<file path="config.mk">
export PLATFORM = sky130hd
export DESIGN_NAME = timer_event_heap_queue_core
export DESIGN_NICKNAME = d
export VERILOG_FILES = /design/src/rtl/tehq_pkg.sv /design/src/rtl/tehq_front.sv /design/src/rtl/tehq_back.sv /design/src/rtl/timer_event_heap_queue_core.sv
export SDC_FILE = /design/constraint.sdc
export NUM_CORES = 2
export LEC_CHECK = 0
export BUFFER_PORTS_ARGS = -buffer_cell sky130_fd_sc_hd__buf_2
export CAP_MARGIN = 40
export CORE_UTILIZATION = 49
export DETAILED_ROUTE_END_ITERATION = 8
export MAX_ROUTING_LAYER = met4
export RECOVER_POWER = 50
export SYNTH_ARGS = -nofsm -noshare
export SYNTH_HDL_FRONTEND = slang
export SYNTH_HIERARCHICAL = 1
export SYNTH_SLANG_ARGS = --single-unit
</file>
<file path="constraint.sdc">
create_clock -name i_clk -period 5.84 [get_ports i_clk]
set_input_delay 0.292 -clock i_clk [delete_from_list [all_inputs] [get_ports i_clk]]
set_output_delay 0.292 -clock i_clk [all_outputs]
set_load 0.05 [all_outputs]
</file>
<file path="src/rtl/tehq_pkg.sv">
// ----------------------------------------------------------------------------
// Timer event heap queue package
// Shared types, codes and constants of the timer event heap queue.
// ----------------------------------------------------------------------------
package tehq_pkg;

    localparam int DEPTH_DEFAULT = 16;
    localparam int TASK_W        = 4;
    localparam int TIME_W        = 32;
    localparam int NTASKS        = 16;
    localparam int POPS_W        = 6;

    localparam logic [POPS_W-1:0] POP_LIMIT = 6'd63;

    localparam logic [1:0] KIND_WAKE     = 2'd0;
    localparam logic [1:0] KIND_DEADLINE = 2'd1;
    localparam logic [1:0] KIND_CLOSE    = 2'd2;

    localparam logic [1:0] STATUS_OK    = 2'd0;
    localparam logic [1:0] STATUS_FULL  = 2'd1;
    localparam logic [1:0] STATUS_LIMIT = 2'd2;

    typedef enum logic [1:0] {
        OP_INS_WAKE = 2'd0,
        OP_INS_DL   = 2'd1,
        OP_REMOVE   = 2'd2,
        OP_ADVANCE  = 2'd3
    } t_op;

    typedef struct packed {
        t_op               op;
        logic [TASK_W-1:0] task_id;
        logic [TIME_W-1:0] time_value;
        logic [TIME_W-1:0] period;
    } t_cmd;

    typedef struct packed {
        logic              deadline;
        logic [TASK_W-1:0] task_id;
        logic [TIME_W-1:0] stamp;
    } t_entry;

    typedef enum logic [4:0] {
        ST_IDLE,
        ST_INS_RD,
        ST_INS_CMP,
        ST_INS_WR,
        ST_POP1,
        ST_POP2,
        ST_SD0,
        ST_SD1,
        ST_SD2,
        ST_SDM,
        ST_SDW,
        ST_RM_RD,
        ST_RM_CK,
        ST_RM_UP,
        ST_RM_MV,
        ST_A_TOP,
        ST_A_CK,
        ST_A_FIRE,
        ST_CLOSE
    } t_state;

endpackage

</file>
<file path="src/rtl/tehq_front.sv">
// ----------------------------------------------------------------------------
// Timer event heap queue front end
// Accepts input transfers, decodes the function and queues the commands.
// ----------------------------------------------------------------------------
module tehq_front (
    input  logic                       i_clk,
    input  logic                       i_rst_n,
    input  logic                       i_valid,
    output logic                       o_stall,
    input  logic [1:0]                 i_func,
    input  logic [tehq_pkg::TASK_W-1:0] i_task_id,
    input  logic [tehq_pkg::TIME_W-1:0] i_time_value,
    input  logic [tehq_pkg::TIME_W-1:0] i_period,
    output logic                       o_cmd_valid,
    output tehq_pkg::t_cmd             o_cmd,
    input  logic                       i_cmd_pop
);
    import tehq_pkg::*;

    t_cmd       r_q [2];
    logic       r_wptr;
    logic       r_rptr;
    logic [1:0] r_fill;
    t_cmd       w_cmd;
    t_op        w_op;
    logic       w_push;
    logic       w_pop;

    always_comb begin
        unique case (i_func)
            2'd0:    w_op = OP_INS_WAKE;
            2'd1:    w_op = OP_INS_DL;
            2'd2:    w_op = OP_REMOVE;
            default: w_op = OP_ADVANCE;
        endcase
    end

    assign w_cmd  = '{op: w_op, task_id: i_task_id, time_value: i_time_value,
                      period: i_period};
    assign o_stall     = (r_fill == 2'd2);
    assign w_push      = i_valid && !o_stall;
    assign o_cmd_valid = (r_fill != 2'd0);
    assign w_pop       = i_cmd_pop && o_cmd_valid;
    assign o_cmd       = r_q[r_rptr];

    always_ff @(posedge i_clk) begin
        if (w_push) begin
            r_q[r_wptr] <= w_cmd;
        end
    end

    always_ff @(posedge i_clk) begin
        if (!i_rst_n) begin
            r_wptr <= 1'b0;
            r_rptr <= 1'b0;
            r_fill <= 2'd0;
        end else begin
            if (w_push) begin
                r_wptr <= !r_wptr;
            end
            if (w_pop) begin
                r_rptr <= !r_rptr;
            end
            r_fill <= r_fill + {1'b0, w_push} - {1'b0, w_pop};
        end
    end

endmodule

</file>
<file path="src/rtl/tehq_back.sv">
// ----------------------------------------------------------------------------
// Timer event heap queue back end
// Runs heap insert, remove and advance on a single-port event memory.
// ----------------------------------------------------------------------------
module tehq_back #(
    parameter int DEPTH = tehq_pkg::DEPTH_DEFAULT
) (
    input  logic                        i_clk,
    input  logic                        i_rst_n,
    input  logic                        i_cmd_valid,
    input  tehq_pkg::t_cmd              i_cmd,
    output logic                        o_cmd_pop,
    output logic                        o_valid,
    input  logic                        i_stall,
    output logic [1:0]                  o_kind,
    output logic [tehq_pkg::TASK_W-1:0] o_fired_task,
    output logic [1:0]                  o_status,
    output logic                        o_any_woken,
    output logic                        o_last,
    output logic [$clog2(DEPTH)-1:0]    o_count
);
    import tehq_pkg::*;

    localparam int IW = $clog2(DEPTH);

    t_entry              r_mem [DEPTH];
    t_entry              r_rdata;
    logic [TIME_W-1:0]   r_period [NTASKS];

    t_state              r_state, n_state;
    logic [IW-1:0]       r_cnt, n_cnt;
    logic [IW-1:0]       r_i, n_i;
    logic [IW-1:0]       r_j, n_j;
    logic [IW-1:0]       r_bi, n_bi;
    t_entry              r_new, n_new;
    t_entry              r_last, n_last;
    t_entry              r_top, n_top;
    t_entry              r_best, n_best;
    logic [TIME_W-1:0]   r_tnow, n_tnow;
    logic [POPS_W-1:0]   r_pops, n_pops;
    logic                r_woken, n_woken;
    logic [1:0]          r_status, n_status;
    logic                r_adv, n_adv;

    logic                r_ovalid, n_ovalid;
    logic [1:0]          r_okind, n_okind;
    logic [TASK_W-1:0]   r_otask, n_otask;
    logic [1:0]          r_ostatus, n_ostatus;
    logic                r_owoken, n_owoken;
    logic                r_olast, n_olast;

    logic                w_rd_en, w_wr_en, w_per_we;
    logic [IW-1:0]       w_rd_addr, w_wr_addr;
    t_entry              w_wr_data;
    logic [IW-1:0]       w_pi, w_pj;
    logic [IW+1:0]       w_l, w_r, w_cnt_x;
    logic                w_l_ok, w_r_ok;
    logic                w_full, w_free, w_due;
    logic [TIME_W:0]     w_sum;
    logic [TIME_W-1:0]   w_next_stamp;

    assign w_pi    = IW'((r_i - 1'b1) >> 1);
    assign w_pj    = IW'((r_j - 1'b1) >> 1);
    assign w_l     = {1'b0, r_i, 1'b1};
    assign w_r     = w_l + 1'b1;
    assign w_cnt_x = {2'b00, r_cnt};
    assign w_l_ok  = w_l < w_cnt_x;
    assign w_r_ok  = w_r < w_cnt_x;
    assign w_full  = (r_cnt == IW'(DEPTH - 1));
    assign w_free  = !r_ovalid || !i_stall;
    assign w_due   = r_rdata.stamp <= r_tnow;
    assign w_sum   = {1'b0, r_top.stamp} + {1'b0, r_period[r_top.task_id]};
    assign w_next_stamp = w_sum[TIME_W] ? '1 : w_sum[TIME_W-1:0];

    always_comb begin
        n_state = r_state;
        unique case (r_state)
            ST_IDLE: begin
                if (i_cmd_valid) begin
                    unique case (i_cmd.op)
                        OP_INS_WAKE, OP_INS_DL: n_state = w_full ? ST_CLOSE : ST_INS_RD;
                        OP_REMOVE:              n_state = ST_RM_RD;
                        default:                n_state = ST_A_TOP;
                    endcase
                end
            end
            ST_INS_RD:  n_state = (r_i == '0) ? ST_INS_WR : ST_INS_CMP;
            ST_INS_CMP: n_state = (r_new.stamp < r_rdata.stamp) ? ST_INS_RD : ST_INS_WR;
            ST_INS_WR:  n_state = r_adv ? ST_A_TOP : ST_CLOSE;
            ST_POP1:    n_state = ST_POP2;
            ST_POP2:    n_state = ST_SD0;
            ST_SD0:     n_state = w_l_ok ? ST_SD1 : ST_SDW;
            ST_SD1:     n_state = w_r_ok ? ST_SD2 : ST_SDM;
            ST_SD2:     n_state = ST_SDM;
            ST_SDM:     n_state = (r_bi == r_i) ? ST_SDW : ST_SD0;
            ST_SDW:     n_state = r_adv ? ST_A_FIRE : ST_RM_RD;
            ST_RM_RD:   n_state = (r_i < r_cnt) ? ST_RM_CK : ST_CLOSE;
            ST_RM_CK:   n_state = (r_rdata.task_id == r_new.task_id) ? ST_RM_UP : ST_RM_RD;
            ST_RM_UP:   n_state = (r_j == '0) ? ST_POP1 : ST_RM_MV;
            ST_RM_MV:   n_state = ST_RM_UP;
            ST_A_TOP:   n_state = (r_cnt == '0) ? ST_CLOSE : ST_A_CK;
            ST_A_CK: begin
                if (!w_due || r_pops == POP_LIMIT) begin
                    n_state = ST_CLOSE;
                end else begin
                    n_state = ST_POP1;
                end
            end
            ST_A_FIRE: begin
                if (w_free) begin
                    n_state = r_top.deadline ? ST_INS_RD : ST_A_TOP;
                end
            end
            ST_CLOSE: begin
                if (w_free) begin
                    n_state = ST_IDLE;
                end
            end
            default: n_state = ST_IDLE;
        endcase
    end

    always_comb begin
        n_cnt = r_cnt;     n_i = r_i;         n_j = r_j;       n_bi = r_bi;
        n_new = r_new;     n_last = r_last;   n_top = r_top;   n_best = r_best;
        n_tnow = r_tnow;   n_pops = r_pops;   n_woken = r_woken;
        n_status = r_status;                  n_adv = r_adv;
        n_ovalid = r_ovalid && i_stall;
        n_okind = r_okind; n_otask = r_otask; n_ostatus = r_ostatus;
        n_owoken = r_owoken;                  n_olast = r_olast;
        w_rd_en = 1'b0;    w_rd_addr = '0;
        w_wr_en = 1'b0;    w_wr_addr = r_i;   w_wr_data = r_last;
        w_per_we = 1'b0;   o_cmd_pop = 1'b0;
        unique case (r_state)
            ST_IDLE: begin
                o_cmd_pop = i_cmd_valid;
                w_per_we  = i_cmd_valid && (i_cmd.op == OP_INS_DL);
                n_new     = '{deadline: (i_cmd.op == OP_INS_DL), task_id: i_cmd.task_id,
                              stamp: i_cmd.time_value};
                n_tnow    = i_cmd.time_value;
                n_pops    = '0;
                n_woken   = 1'b0;
                n_adv     = (i_cmd.op == OP_ADVANCE);
                n_i       = (i_cmd.op == OP_REMOVE) ? '0 : r_cnt;
                n_status  = (w_full && (i_cmd.op == OP_INS_WAKE || i_cmd.op == OP_INS_DL))
                            ? STATUS_FULL : STATUS_OK;
            end
            ST_INS_RD: begin
                w_rd_en   = (r_i != '0);
                w_rd_addr = w_pi;
            end
            ST_INS_CMP: begin
                if (r_new.stamp < r_rdata.stamp) begin
                    w_wr_en   = 1'b1;
                    w_wr_data = r_rdata;
                    n_i       = w_pi;
                end
            end
            ST_INS_WR: begin
                w_wr_en   = 1'b1;
                w_wr_data = r_new;
                n_cnt     = r_cnt + 1'b1;
            end
            ST_POP1: begin
                n_cnt     = r_cnt - 1'b1;
                w_rd_en   = 1'b1;
                w_rd_addr = r_cnt - 1'b1;
            end
            ST_POP2: begin
                n_last = r_rdata;
                n_i    = '0;
            end
            ST_SD0: begin
                w_rd_en   = w_l_ok;
                w_rd_addr = w_l[IW-1:0];
            end
            ST_SD1: begin
                if (r_rdata.stamp < r_last.stamp) begin
                    n_best = r_rdata;
                    n_bi   = w_l[IW-1:0];
                end else begin
                    n_best = r_last;
                    n_bi   = r_i;
                end
                w_rd_en   = w_r_ok;
                w_rd_addr = w_r[IW-1:0];
            end
            ST_SD2: begin
                if (r_rdata.stamp < r_best.stamp) begin
                    n_best = r_rdata;
                    n_bi   = w_r[IW-1:0];
                end
            end
            ST_SDM: begin
                if (r_bi != r_i) begin
                    w_wr_en   = 1'b1;
                    w_wr_data = r_best;
                    n_i       = r_bi;
                end
            end
            ST_SDW: begin
                w_wr_en = 1'b1;
                n_i     = '0;
            end
            ST_RM_RD: begin
                w_rd_en   = (r_i < r_cnt);
                w_rd_addr = r_i;
            end
            ST_RM_CK: begin
                if (r_rdata.task_id == r_new.task_id) begin
                    n_j = r_i;
                end else begin
                    n_i = r_i + 1'b1;
                end
            end
            ST_RM_UP: begin
                w_rd_en   = (r_j != '0);
                w_rd_addr = w_pj;
            end
            ST_RM_MV: begin
                w_wr_en   = 1'b1;
                w_wr_addr = r_j;
                w_wr_data = r_rdata;
                n_j       = w_pj;
            end
            ST_A_TOP: begin
                w_rd_en   = (r_cnt != '0);
                w_rd_addr = '0;
            end
            ST_A_CK: begin
                if (w_due) begin
                    if (r_pops == POP_LIMIT) begin
                        n_status = STATUS_LIMIT;
                    end else begin
                        n_top = r_rdata;
                    end
                end
            end
            ST_A_FIRE: begin
                if (w_free) begin
                    n_ovalid  = 1'b1;
                    n_okind   = r_top.deadline ? KIND_DEADLINE : KIND_WAKE;
                    n_otask   = r_top.task_id;
                    n_ostatus = STATUS_OK;
                    n_owoken  = 1'b0;
                    n_olast   = 1'b0;
                    n_pops    = r_pops + 1'b1;
                    n_woken   = r_woken || !r_top.deadline;
                    n_new     = '{deadline: 1'b1, task_id: r_top.task_id,
                                  stamp: w_next_stamp};
                    n_i       = r_cnt;
                end
            end
            ST_CLOSE: begin
                if (w_free) begin
                    n_ovalid  = 1'b1;
                    n_okind   = KIND_CLOSE;
                    n_otask   = '0;
                    n_ostatus = r_status;
                    n_owoken  = r_woken;
                    n_olast   = 1'b1;
                end
            end
            default: begin
            end
        endcase
    end

    always_ff @(posedge i_clk) begin
        if (w_wr_en) begin
            r_mem[w_wr_addr] <= w_wr_data;
        end
        if (w_rd_en) begin
            r_rdata <= r_mem[w_rd_addr];
        end
        if (w_per_we) begin
            r_period[i_cmd.task_id] <= i_cmd.period;
        end
    end

    always_ff @(posedge i_clk) begin
        if (!i_rst_n) begin
            r_state  <= ST_IDLE;
            r_cnt    <= '0;
            r_ovalid <= 1'b0;
        end else begin
            r_state  <= n_state;
            r_cnt    <= n_cnt;
            r_ovalid <= n_ovalid;
        end
    end

    always_ff @(posedge i_clk) begin
        r_i <= n_i;       r_j <= n_j;         r_bi <= n_bi;
        r_new <= n_new;   r_last <= n_last;   r_top <= n_top;   r_best <= n_best;
        r_tnow <= n_tnow; r_pops <= n_pops;   r_woken <= n_woken;
        r_status <= n_status;                 r_adv <= n_adv;
        r_okind <= n_okind;                   r_otask <= n_otask;
        r_ostatus <= n_ostatus;               r_owoken <= n_owoken;
        r_olast <= n_olast;
    end

    assign o_valid      = r_ovalid;
    assign o_kind       = r_okind;
    assign o_fired_task = r_otask;
    assign o_status     = r_ostatus;
    assign o_any_woken  = r_owoken;
    assign o_last       = r_olast;
    assign o_count      = r_cnt;

endmodule

</file>
<file path="src/rtl/timer_event_heap_queue_core.sv">
// ----------------------------------------------------------------------------
// Timer event heap queue core
// Binary min-heap of wake and deadline events with a queued command front.
// ----------------------------------------------------------------------------
//  channel   valid     stall     payload
//  input     i_valid   o_stall   i_func i_task_id i_time_value i_period
//  output    o_valid   i_stall   o_kind o_fired_task o_status o_any_woken o_last
//
// Each heap step uses one port of the event memory per cycle, so inserts
// and pops walk the heap one level at a time and a remove adds a linear
// search. A two-entry command queue lets input transfers continue while
// the heap engine works. Reset is synchronous and empties the heap; an
// output stall holds the engine until the transfer.
module timer_event_heap_queue_core #(
    parameter int DEPTH = tehq_pkg::DEPTH_DEFAULT
) (
    input  logic                        i_clk,
    input  logic                        i_rst_n,
    input  logic                        i_valid,
    output logic                        o_stall,
    input  logic [1:0]                  i_func,
    input  logic [tehq_pkg::TASK_W-1:0] i_task_id,
    input  logic [tehq_pkg::TIME_W-1:0] i_time_value,
    input  logic [tehq_pkg::TIME_W-1:0] i_period,
    output logic                        o_valid,
    input  logic                        i_stall,
    output logic [1:0]                  o_kind,
    output logic [tehq_pkg::TASK_W-1:0] o_fired_task,
    output logic [1:0]                  o_status,
    output logic                        o_any_woken,
    output logic                        o_last
);
    import tehq_pkg::*;

    logic                 w_cmd_valid;
    t_cmd                 w_cmd;
    logic                 w_cmd_pop;
    logic [$clog2(DEPTH)-1:0] w_count;

    tehq_front u_front (
        .i_clk        (i_clk),
        .i_rst_n      (i_rst_n),
        .i_valid      (i_valid),
        .o_stall      (o_stall),
        .i_func       (i_func),
        .i_task_id    (i_task_id),
        .i_time_value (i_time_value),
        .i_period     (i_period),
        .o_cmd_valid  (w_cmd_valid),
        .o_cmd        (w_cmd),
        .i_cmd_pop    (w_cmd_pop)
    );

    tehq_back #(.DEPTH(DEPTH)) u_back (
        .i_clk        (i_clk),
        .i_rst_n      (i_rst_n),
        .i_cmd_valid  (w_cmd_valid),
        .i_cmd        (w_cmd),
        .o_cmd_pop    (w_cmd_pop),
        .o_valid      (o_valid),
        .i_stall      (i_stall),
        .o_kind       (o_kind),
        .o_fired_task (o_fired_task),
        .o_status     (o_status),
        .o_any_woken  (o_any_woken),
        .o_last       (o_last),
        .o_count      (w_count)
    );

    a_count_bound : assert property (@(posedge i_clk) disable iff (!i_rst_n)
        w_count <= ($clog2(DEPTH))'(DEPTH - 1))
        else $error("heap count exceeds capacity");

    a_last_close : assert property (@(posedge i_clk) disable iff (!i_rst_n)
        o_valid && o_last |-> o_kind == KIND_CLOSE)
        else $error("last flag on a fired event");

    a_fired_clean : assert property (@(posedge i_clk) disable iff (!i_rst_n)
        o_valid && o_kind != KIND_CLOSE |-> o_status == STATUS_OK && !o_any_woken && !o_last)
        else $error("fired event carries status bits");

endmodule

</file>
==> impl_metrics.toml <==
[outcome]
status = "finished, violations left"
violations = "capacitance limit, slew limit"

[power]
p_comb_frac = 0.299
switchingPower_mw = 12.1
p_leak_nw = 25.0
power.internal_mw = 23.7
p_sw_frac = 0.338
pwr-share-seq = 0.429
pwr_density_cell_nw_per_um2 = 491
clkPwrFrac = 0.272
ir_drop_uv = 347

[placement]
io_buffers = 85
place_hpwl_um = 96400
gp_congestion = 0.896
place_ws_ps = 912

[job]
drv_cap = 13

[routing]
drtIter0Drc = 3768
routedWlPerCell_um = 25.9
vias = 37000
drt-pass1-iter-count = 5
routed_wl_um = 162000
drc = 0
ant_nets = 0
via_per_inst = 5.92

[floorplan]
placeableCoreArea_sq_um = 131000
start_util = 0.493
io_pins = 86
die_h_um = 366
die_area_sq_um = 134000
die_x_um = 366
rows = 133

[grt]
grt_pass1_wl_um = 239000
antenna_found_initial = 1
grt_overflow = 0
grt_usage = 0.249
grt_pass1_vias = 36500
grt_max_degree = 115

[clocking]
path_clk_slew_ps = 60
cts_tree = "done"
cts_buffer_depth = 3
clk_latency_ps = 790
htree_levels = 4
cts_root_buffer = "clkbuf_16"
cts_buffers = 158
cts_sinks = 1512
postCtsSetupRepairBufs = 0
ctsResizeCount = 0

[finish]
area_growth_pct = 12.6
nFillCells = 10400
seq_area_sq_um = 45200
nets = 4629
drive_above_1_share = 0.122
multiInputGateArea_sq_um = 17800

[synth]
synth-seq-area-share = 0.697
ys_ff_latch = 1512
synthFlopType = "edfxtp_1"
yosys_warnings = 6
avgSynthCellArea_sq_um = 15.5
synth_nets = 4432
syn_inst = 4182
ys_types = 87
async_flop_share = 0
syn_area_sq_um = 64900
synth_edf_count = 1493

[worst_hold_path]
min_from = "i_stall"
hp-class = "in2reg"

[sta]
rsz0062_at_grt = "no"
setup_viol = 0
fin_crit_ps = 5040
fin_crit_sh = 0.863
slew_headroom = -0.983
fin_skew_ps = 26.4
fmax_mhz = 198
slew_viol_final = 413
setup_tns_ps = 0
hold_viol = 0
setup_ws_ps = 798
worst_pin_slew_ps = 2970

[setup_path]
end_kind = "flip-flop"
crit_type = "reg2reg"
crit_slowest_cell = "dfxtp_1"
cp_max_fo = 32
critPathRequiredTime_ps = 6220
startpoint_type = "flip-flop"
cp_cell_sequence = "mux2_1 > nor2b_1 > and2_0 > nand3b_1 > nor2_1 > dlymetal6s4s_1"
cp.arrival_ps = 5420
cp_slowest_stage_delay_ps = 1610
==> Yosys cell counts (all sizes together), types with 31 or more instances <==
| master | count | area share |
|---|---|---|
| a211oi | 55 | 0.0064 |
| a21o | 47 | 0.0054 |
| a21oi | 72 | 0.0056 |
| a221o | 38 | 0.0059 |
| a22o | 38 | 0.0052 |
| a311oi | 74 | 0.010 |
| a31oi | 52 | 0.0050 |
| buf | 118 | 0.013 |
| clkbuf | 109 | 0.0063 |
| edfxtp | 1493 | 0.69 |
| ha | 175 | 0.034 |
| inv | 152 | 0.0088 |
| mux2 | 82 | 0.018 |
| mux2i | 38 | 0.0059 |
| mux4 | 160 | 0.056 |
| nand2 | 665 | 0.038 |
| nand3 | 127 | 0.0098 |
| nand3b | 42 | 0.0049 |
| nor2 | 82 | 0.0048 |
| nor3 | 55 | 0.0044 |
| nor3b | 41 | 0.0047 |
| o211ai | 81 | 0.0094 |
| o21ai | 69 | 0.0054 |
| o22a | 31 | 0.0042 |
==> critical path, delay by kind of cell (launching register included) <==
kind	cells	cell delay [ps]
DFF	1	1610
buffers and inverters	1	1180
and+or+nand+nor	4	1280
muxes	1	550
==> final timing paths <==
| check | endpoint | slack [ps] | cells after the start |
|---|---|---|---|
| max | u_back/r_period[9][5]$_DFFE_PP_ | 800 | 6 |
| min | u_back/o_valid$_SDFF_PN0_ | 180 | 3 |
| max reg2reg | u_back/r_period[9][5]$_DFFE_PP_ | 800 | 6 |
| min reg2reg | u_front/r_wptr$_SDFFE_PN0P_ | 520 | 2 |
==> per-stage QoR <==
stage	util	instances	hold WS [ps]	total power [mW]	area, sq um
6_report	0.555	6256	181	35.9	73000
3_3_place_gp	0.514	5889	481	26.2	67600
2_1_floorplan	-	4182	391	22.7	64900
3_5_place_dp	0.516	5902	484	26.4	67800
5_1_grt	0.555	6254	199	37.6	73000
4_1_cts	0.559	6254	133	36.2	73500
==> power groups by stage <==
stage	Clock [mW]	Sequential, mW	Combinational, mW
final	9.76	15.4	10.7
after global routing	10.3	15.5	11.7
after CTS	9.93	15.4	11.0
after detailed placement	0	15.6	10.9
after global placement	0	15.6	10.7
after floorplan	0	15.0	7.69
==> logic make-up after synthesis <==
family | after synthesis | share of synthesized area
flops | 1512 | 0.697
simple gates | 1139 | 0.0801
compound gates | 646 | 0.0740
mux | 280 | 0.0797
xor+xnor | 50 | 0.00675
buf+inv | 379 | 0.0282
fa+ha+maj | 176 | 0.0341
==> layout make-up <==
cell class,instances,area share
inverters,152,0.00781
repair buffers,264,0.0310
diodes,2,0.0000685
multi-input cells,2291,0.243
clock buffers,201,0.0565
clock inverters,79,0.0118
flip-flops and latches,1512,0.619
well taps,1755,0.0301
==> state kept, by name, indices dropped and copies added, names as in the netlist, 4 cells and up, named ones only <==
name                 flops
u_back/r_period        512
u_back/r_i               4
u_back/r_bi              4
u_back/r_j               4
u_back/r_state           5
u_back/r_best           37
u_back/r_new            37
u_back/r_pops            6
u_back/r_tnow           32
u_back/r_mem           592
u_back/o_count           4
u_back/r_top            37
u_back/o_fired_task      4
u_back/r_last           37
u_back/r_rdata          37
u_front/r_q            140
==> cells in the final DEF, fill, tap and decap left out, types with 42 or more instances in the layout <==
master / netlist / final
mux4_2: 160 / 160
buf_4: 11 / 46
nand3b_1: 42 / 42
nor2_1: 81 / 75
nand3_1: 127 / 126
dlygate4sd3_1: 0 / 72
nand2_1: 665 / 664
o21ai_0: 67 / 66
clkbuf_16: 0 / 158
edfxtp_1: 1493 / 1493
a21o_1: 47 / 47
o211ai_1: 81 / 81
a211oi_1: 55 / 54
a31oi_1: 52 / 52
ha_1: 175 / 175
a21oi_1: 72 / 71
clkbuf_1: 108 / 120
mux2_1: 6 / 68
a311oi_1: 74 / 74
inv_1: 152 / 152
==> metal layers <==
| metal | up-vias | track usage | part of all wire |
|---|---|---|---|
| li1 | 16700 | - | - |
| met1 | 18900 | 0.322 | 0.41 |
| met2 | 1219 | 0.413 | 0.51 |
| met3 | 269 | 0.0316 | 0.057 |
| met4 | 0 | 0.0729 | 0.026 |
| met5 | - | - | 0 |
==> repair_timing <==
item	CTS	global route
endpoints found under the setup margin	0	0
hold buffers	72	0
endpoints found under the hold margin	155	0
(Power assumes the default switching activity.)
